==> src/rtl/core/range_rule_match_random_select_unit_defines.svh <==
// Assertion macros shared by the rule match unit.
`ifndef RANGE_RULE_MATCH_RANDOM_SELECT_UNIT_DEFINES_SVH
`define RANGE_RULE_MATCH_RANDOM_SELECT_UNIT_DEFINES_SVH

// Check that a condition implies another on the same edge.
`define RRM_ASSERT_IMPLY(label, clk, rst_n, cond, prop, msg) \
    label: assert property (@(posedge clk) disable iff (!rst_n) (cond) |-> (prop)) \
        else $error(msg);

// Check that a condition implies another on the next edge.
`define RRM_ASSERT_NEXT(label, clk, rst_n, cond, prop, msg) \
    label: assert property (@(posedge clk) disable iff (!rst_n) (cond) |=> (prop)) \
        else $error(msg);

`endif

==> src/rtl/core/rrm_pkg.sv <==
// ----------------------------------------------------------------------------
// rrm_pkg
// Types and constants shared by the rule match controller and datapath.
// ----------------------------------------------------------------------------
package rrm_pkg;

    localparam int BOUND_W   = 17;
    localparam int RAND_W    = 32;
    localparam int NUM_READS = 6;

    // Word codes inside one entry
    localparam logic [3:0] WORD_URGENT  = 4'd0;
    localparam logic [3:0] WORD_ACTION  = 4'd1;
    localparam logic [3:0] WORD_NEEDPM  = 4'd2;
    localparam logic [3:0] WORD_BOUND0  = 4'd3;
    localparam logic [3:0] WORD_UNUSED  = 4'd15;

    // Configuration register indexes
    localparam logic CFG_ENTRIES = 1'b0;
    localparam logic CFG_PM      = 1'b1;

    localparam logic OP_WRITE = 1'b0;
    localparam logic OP_QUERY = 1'b1;

    typedef enum logic [2:0] {
        ST_IDLE,
        ST_LOAD,
        ST_MARK,
        ST_DIVIDE,
        ST_SELECT,
        ST_DONE
    } t_state;

    // Controller to datapath
    typedef struct packed {
        logic load;      // capture query
        logic mark;      // one step of the entry check
        logic div_step;  // one remainder step
        logic sel;       // scan one mark
        logic clear;     // reset scan index, take the remainder
        logic finish;    // emit result
    } t_cmd;

    // Datapath to controller
    typedef struct packed {
        logic mark_last;
        logic div_last;
        logic sel_hit;
        logic sel_last;
        logic none;
    } t_status;

endpackage

==> src/rtl/core/rrm_ctrl.sv <==
// ----------------------------------------------------------------------------
// rrm_ctrl
// Sequencer for one query: mark, remainder, select, report.
// ----------------------------------------------------------------------------
module rrm_ctrl import rrm_pkg::*; (
    input  logic    i_clk,
    input  logic    i_rst_n,
    input  logic    i_query,
    input  t_status i_status,
    output t_cmd    o_cmd,
    output logic    o_busy,
    output logic    o_done
);

    t_state r_state, n_state;

    // Hold state
    always_ff @(posedge i_clk) begin
        if (!i_rst_n) begin
            r_state <= ST_IDLE;
        end else begin
            r_state <= n_state;
        end
    end

    // Advance through the query phases
    always_comb begin
        n_state = r_state;
        o_cmd   = '0;
        o_busy  = 1'b1;
        o_done  = 1'b0;
        unique case (r_state)
            ST_IDLE: begin
                o_busy = 1'b0;
                if (i_query) begin
                    o_cmd.load = 1'b1;
                    n_state    = ST_MARK;
                end
            end
            ST_LOAD: begin
                n_state = ST_MARK;
            end
            ST_MARK: begin
                o_cmd.mark = 1'b1;
                if (i_status.mark_last) begin
                    n_state = ST_DIVIDE;
                end
            end
            ST_DIVIDE: begin
                // No match: report an empty result right away
                if (i_status.none) begin
                    o_cmd.finish = 1'b1;
                    n_state      = ST_DONE;
                end else begin
                    o_cmd.div_step = 1'b1;
                    if (i_status.div_last) begin
                        o_cmd.clear = 1'b1;
                        n_state     = ST_SELECT;
                    end
                end
            end
            ST_SELECT: begin
                o_cmd.sel = 1'b1;
                if (i_status.sel_hit || i_status.sel_last) begin
                    o_cmd.finish = 1'b1;
                    o_cmd.sel    = 1'b0;
                    n_state      = ST_DONE;
                end
            end
            ST_DONE: begin
                o_done  = 1'b1;
                n_state = ST_IDLE;
            end
            default: n_state = ST_IDLE;
        endcase
    end

endmodule

==> config.mk <==
export PLATFORM = sky130hd
export DESIGN_NAME = rrm_ctrl
export DESIGN_NICKNAME = d
export VERILOG_FILES = /design/src/rtl/core/range_rule_match_random_select_unit_defines.svh /design/src/rtl/core/rrm_pkg.sv /design/src/rtl/core/rrm_ctrl.sv
export SDC_FILE = /design/constraint.sdc
export NUM_CORES = 1
export LEC_CHECK = 0
export BUFFER_PORTS_ARGS = -buffer_cell sky130_fd_sc_hd__buf_2
export CORE_AREA = 2 2 39 41
export CTS_BUF_LIST = sky130_fd_sc_hd__clkbuf_4
export DETAILED_ROUTE_END_ITERATION = 7
export DIE_AREA = 0 0 41 43
export HOLD_SLACK_MARGIN = 0.05
export PLACE_DENSITY_LB_ADDON = 0.05
export SLEW_MARGIN = 20
export SYNTH_ARGS = -nofsm -noshare
export SYNTH_HDL_FRONTEND = slang
export SYNTH_SLANG_ARGS = --single-unit
==> constraint.sdc <==
create_clock -name i_clk -period 1.76 [get_ports i_clk]
set_clock_uncertainty 0.1 [all_clocks]
set_input_delay 0.088 -clock i_clk [delete_from_list [all_inputs] [get_ports i_clk]]
set_output_delay 0.088 -clock i_clk [all_outputs]
set_load 0.01 [all_outputs]
==> qor.yml, run 1 <==
sta:
  hold_viol: 0
  slew_viol_final: 0
  timing.fmax_ghz: 0.6309
  period_share: 0.9007
  fin_setup_tns_ns: 0
  setup_viol: 0
  worst_pin_slew_ns: 0.3545
  slew_headroom: 0.7615
  finalCriticalPeriod_ns: 1.585
  rsz0062_at_grt: "false"
layout:
  final_cell_mix: "buf_2 (15), nor2_1 (8), nand2_1 (5)"
  final-seq-area_sq_um: 60.06
  area_growth_pct: 47.37
  diodes: 0
  layout.cells.non_filler: 71
  post-route-util: 0.2785
  fillers: 163
  final_common_cell: "buf_2"
  top_register: "r_state"
  largest_register_ff_count: 3
  final_nets: 64
  multiInputGateArea_sq_um: 178.9
  drive_gt1_frac: 0.4000
  reg_top3: "r_state: 3 flops"
logic_synthesis:
  synth_warnings: 0
  postSynthAreaPerCell_sq_um: 7.264
  ys_types: 21
  synth-seq-cells: 3
  synth_area_sq_um: 261.5
  synth_nets: 44
  synth_top_family_by_area: "simple AND/OR/NAND/NOR gates"
  synth_compound_area_frac: 0.1531
  ys_seq_area_frac: 0.2297
  synth_fa_ha_area_frac: 0
  syn_inst: 36
  synthSimpleGateAreaFrac: 0.4211
  synth_xor_area_frac: 0.03349
  synthMuxAreaShare: 0.07656
drt:
  vias: 317
  drt-initial-drc-count: 8
  ant_nets: 0
  wl_per_cell_microns: 10.08
  via_per_inst: 4.465
  drc: 0
  drt_wl_total_microns: 716
  dr.pass1.iters: 4
critical_path:
  worst-path-max-fanout: 8
  slowest_stage: "dfxtp_1"
  crit_family: "compound AO/OA/AOI/OAI gates"
  cp-end-kind: "register"
  worstSetupPathType: "register to register"
  startpoint_type: "register"
  worstPathRequired_ns: 1.78
  max_stage_delay_ns: 0.46
  crit_buf_inv: 0
  crit_chain: "nor2_1 > a32o_1 > o311a_1 > a31o_1"
  crit_arrival_ns: 1.61
cts:
  cts_buffers: 3
  cts_tree: "yes"
  clk_pin_slew_worst_paths_ns: 0.04
  root_buffer: "clkbuf_4"
  ctsResizeCount: 0
  clock_latency_ns: 0.23
  clkSinkCount: 3
  clk_path_buf_depth: 2
  h-tree-depth: 1
placement:
  io_buffers: 15
  dp_hpwl_microns: 585.4
  gp_congestion: 0.7114
  place_inst: 66
outcome:
  status: "completed"
global_route:
  grt.total_usage: 0.09910
  antenna_found_initial: 0
  grt_pass1_wl_microns: 1131
  grt_max_degree: 9
  grt_pass1_vias: 287
  grt_overflow_total: 0
floorplan:
  rows: 14
  core_sq_mm: 0.001384
  io_pins: 16
  die_w_microns: 41
  die-area_sq_mm: 0.001763
  fp.dieH_microns: 43
  start_util: 0.1890
pwr:
  powerDensity_mw_per_mm2: 1127
  p_leak_nw: 0.2003
  ir_worst_vdd_mv: 0.4519
hold_path:
  hold_path.class: "primary input to register"
flow_run:
  cap_violations: 0
-- report_power, final --
group	leakage [nW]	switching, mW	internal, mW	total [mW]
Clock	0.0184	0.0337	0.100	0.134
Combinational	0.157	0.0946	0.0909	0.186
Sequential	0.0247	0.0301	0.0846	0.115
-- per-stage QoR --
stage / setup slack [ns] / area [sq um] / hold WS (ns) / total power, mW
final: 0.1748 / 385.4 / 0.2214 / 0.4342
after global routing: 0.06772 / 385.4 / 0.2589 / 0.4789
after CTS: 0.1688 / 385.4 / 0.2099 / 0.4462
after detailed placement: 0.1796 / 345.3 / 0.2652 / 0.3028
after global placement: 0.2223 / 345.3 / 0.2714 / 0.2992
after floorplan: 0.3169 / 261.5 / 0.1018 / 0.2535
-- worst reg2reg max path, stage by stage (launching register included) --
cell and delay (ns):
dfxtp_1 0.46, nor2_1 0.12, a32o_1 0.30, o311a_1 0.33, a31o_1 0.18
-- Yosys cell counts --
master,number,share of area
nor2b_1,1,0.024
nand3b_1,1,0.029
nor4_1,1,0.024
buf_4,1,0.029
nor3_1,2,0.038
and2_1,1,0.024
or2b_1,1,0.029
buf_6,1,0.043
mux2i_1,2,0.077
o22ai_1,1,0.024
a31o_1,1,0.033
nand2_1,5,0.072
nor2_1,8,0.11
o311a_1,1,0.038
xnor2_1,1,0.033
a32o_1,1,0.038
or3_2,1,0.029
and3b_2,1,0.038
dfxtp_1,3,0.23
inv_1,1,0.014
o21ai_0,1,0.019
-- area by class of cell --
class	count	area share
Multi-Input combinational cell	30	0.4643
Timing Repair Buffer	17	0.2403
Sequential cell	3	0.1558
Clock buffer	4	0.07792
Tap cell	16	0.05195
Inverter	1	0.009740
-- final timing paths --
check                           from                 endpoint  slack [ns]  cells after the start
max reg2reg  r_state[1]$_SDFFE_PN0P_  r_state[2]$_SDFFE_PN0P_        0.17                      4
max          r_state[1]$_SDFFE_PN0P_  r_state[2]$_SDFFE_PN0P_        0.17                      4
min                      i_status[3]  r_state[1]$_SDFFE_PN0P_        0.22                      4
min reg2reg  r_state[1]$_SDFFE_PN0P_  r_state[1]$_SDFFE_PN0P_        0.47                      2
-- per-layer routing --
layer / track usage / up-vias / part of all wire
li1: - / 164 / -
met1: 0.1083 / 136 / 0.42
met2: 0.1375 / 15 / 0.47
met3: 0.03141 / 2 / 0.099
met4: 0.1000 / 0 / 0.011
met5: 0 / - / 0
-- what timing repair did --
item,4_1_cts,5_1_grt
endpoints found under the hold margin,3,0
hold buffers,1,0
setup buffers,0,0
-- cell families (layout without fill, tap and decap cells) --
kind of cell / after synthesis / in the layout
AND/OR/NAND/NOR: 22 / 22
AO/OA/AOI/OAI: 5 / 5
flip-flops: 3 / 3
buffers and inverters: 3 / 22
multiplexers: 2 / 2
XOR/XNOR: 1 / 1
Note: power is estimated with default switching activity, not from simulation.
==> inputs of run 2 (changes only) <==
==> constraint.sdc (replaced) <==
create_clock -name i_clk -period 1.76 [get_ports i_clk]
set_clock_uncertainty 0.1 [all_clocks]
set_input_delay 0.176 -clock i_clk [delete_from_list [all_inputs] [get_ports i_clk]]
set_output_delay 0.176 -clock i_clk [all_outputs]
set_load 0.01 [all_outputs]
==> run 2 against run 1 <==
  * Sequential power barely moved
  * Die area did not move
  * Clock power barely moved
  * Maximum frequency barely moved
==> qor.yml, run 2 (synthesis gave the netlist of run 1 again) <==
outcome:
  status: "completed"
layout:
  final_nets: 63  # -1.6%
  largest_register_ff_count: 3  # unchanged
  final_common_cell: "buf_2"
  fillers: 164  # +0.61%
  area_growth_pct: 43.54
  drive_gt1_frac: 0.4074  # +0.007407
  reg_top3: "r_state: 3 flops"
  final_cell_mix: "buf_2 (15), nor2_1 (8), nand2_1 (5)"
  fin_area_sq_um: 375.4  # -2.6%
  diodes: 0  # unchanged
  top_register: "r_state"
cts:
  clkSinkCount: 3  # unchanged
  postCtsHoldBufs: 0  # -1
  clock_latency_ns: 0.23  # about the same
  cts_tree: "yes"
  cts_buffers: 3  # unchanged
  h-tree-depth: 1  # unchanged
  root_buffer: "clkbuf_4"
  ctsResizeCount: 0  # unchanged
  clk_pin_slew_worst_paths_ns: 0.04  # about the same
  clk_path_buf_depth: 2  # unchanged
  post-cts-setup-buffers: 0  # unchanged
critical_path:
  slowest_stage: "dfxtp_1"
  cp-end-kind: "register"
  crit_arrival_ns: 1.61  # about the same
  worstPathRequired_ns: 1.78  # about the same
  worstSetupPathType: "register to register"
  worst-path-max-fanout: 8  # unchanged
  max_stage_delay_ns: 0.46  # about the same
  startpoint_type: "register"
  crit_chain: "nor2_1 > a32o_1 > o311a_1 > a31o_1"
floorplan:
  core_sq_mm: 0.001384  # unchanged
  die_w_microns: 41  # unchanged
  die-area_sq_mm: 0.001763  # unchanged
  rows: 14  # unchanged
  io_pins: 16  # unchanged
  start_util: 0.1890  # unchanged
  fp.dieH_microns: 43  # unchanged
sta:
  timing.fmax_ghz: 0.6308  # about the same
  setup_viol: 0  # unchanged
  worst_pin_slew_ns: 0.3545  # unchanged
  slew_headroom: 0.7615  # unchanged
  hold_viol: 0  # unchanged
  finalCriticalPeriod_ns: 1.585  # +0.00004600 ns
  fin_setup_tns_ns: 0  # unchanged
  slew_viol_final: 0  # unchanged
  period_share: 0.9007  # about the same
  rsz0062_at_grt: "false"
drt:
  wl_per_cell_microns: 10.30  # +2.1%
  maxUsedRoutingLayer: "met4"
  dr.pass1.iters: 4  # unchanged
  wl_met2_microns: 334  # unchanged
  vias: 315  # -0.63%
  via_per_inst: 4.500  # +0.79%
  drt-initial-drc-count: 8  # unchanged
  drt_wl_total_microns: 721  # +0.70%
  drc: 0  # unchanged
  ant_nets: 0  # unchanged
  met3_length_microns: 75  # +5.6%
  met1Wirelength_microns: 302  # unchanged
placement:
  placed_area_sq_um: 345.3  # unchanged
  gp_congestion: 0.7114  # unchanged
  dp_hpwl_microns: 585.4  # unchanged
  io_buffers: 15  # unchanged
global_route:
  grt.total_usage: 0.1001  # +0.001001
  grt_pass1_vias: 286  # -0.35%
  grt_pass1_wl_microns: 1145  # +1.2%
  grt_overflow_total: 0  # unchanged
  grt_max_degree: 9  # unchanged
  antenna_found_initial: 0  # unchanged
pwr:
  p_leak_nw: 0.1961  # -2.1%
  powerDensity_mw_per_mm2: 1153  # +2.3%
  ir_worst_vdd_mv: 0.4521  # about the same
flow_run:
  cap_violations: 0  # unchanged
hold_path:
  hold_path.class: "primary input to register"
==> run 2: cell count changes in the layout (fill, tap and decap cells not counted) <==
cell | previous run | this run
dlygate4sd3_1 | 1 | 0
==> run 2: metrics by stage <==
| step | utilization | hold WS [ns] | std cells | total power [mW] | setup slack (ns) |
|---|---|---|---|---|---|
| after floorplan | - | 0.1898 | 36 | 0.2535 | 0.3169 |
| after global placement | 0.2495 | 0.3594 | 66 | 0.2992 | 0.2223 |
| after detailed placement | 0.2495 | 0.3532 | 66 | 0.3028 | 0.1796 |
| after CTS | 0.2712 | 0.1031 | 70 | 0.4446 | 0.1516 |
| after global routing | 0.2712 | 0.1209 | 70 | 0.4771 | 0.02756 |
| final | 0.2712 | 0.1220 | 70 | 0.4327 | 0.1748 |
==> run 2: final timing paths <==
kind                                         startpoint                 endpoint  slack (ns)  cells after the start
worst min register to register  r_state[1]$_SDFFE_PN0P_  r_state[1]$_SDFFE_PN0P_        0.47                      2
worst min-delay path                            i_rst_n  r_state[0]$_SDFFE_PN0P_        0.12                      3
worst max register to register  r_state[1]$_SDFFE_PN0P_  r_state[2]$_SDFFE_PN0P_        0.17                      4
worst max-delay path            r_state[1]$_SDFFE_PN0P_  r_state[2]$_SDFFE_PN0P_        0.17                      4
==> run 2: metal layers <==
| metal | vias to the layer above | track usage |
|---|---|---|
| met2 | 15 | 0.1375 |
| met4 | 0 | 0.1000 |
| met5 | - | 0 |
| li1 | 162 | - |
| met1 | 136 | 0.1083 |
| met3 | 2 | 0.03665 |
==> run 2: critical path, delay by kind of cell (launching register included) <==
family / cells / cell delay (ns)
AO/OA/AOI/OAI: 3 / 0.81
flip-flops: 1 / 0.46
AND/OR/NAND/NOR: 1 / 0.12
==> run 2: area by class of cell <==
cell class              instances  area, sq um  share of cell area
clock buffers                   4        30.03             0.08000
inverters                       1        3.754             0.01000
multi-input cells              30        178.9              0.4767
flip-flops and latches          3        60.06              0.1600
well taps                      16        20.02             0.05333
repair buffers                 16        82.58              0.2200
==> run 2: report_power, final <==
group          total, mW  internal [mW]  switching (mW)
clock network      0.134          0.100          0.0338
registers          0.115         0.0846          0.0301
logic              0.184         0.0895          0.0945
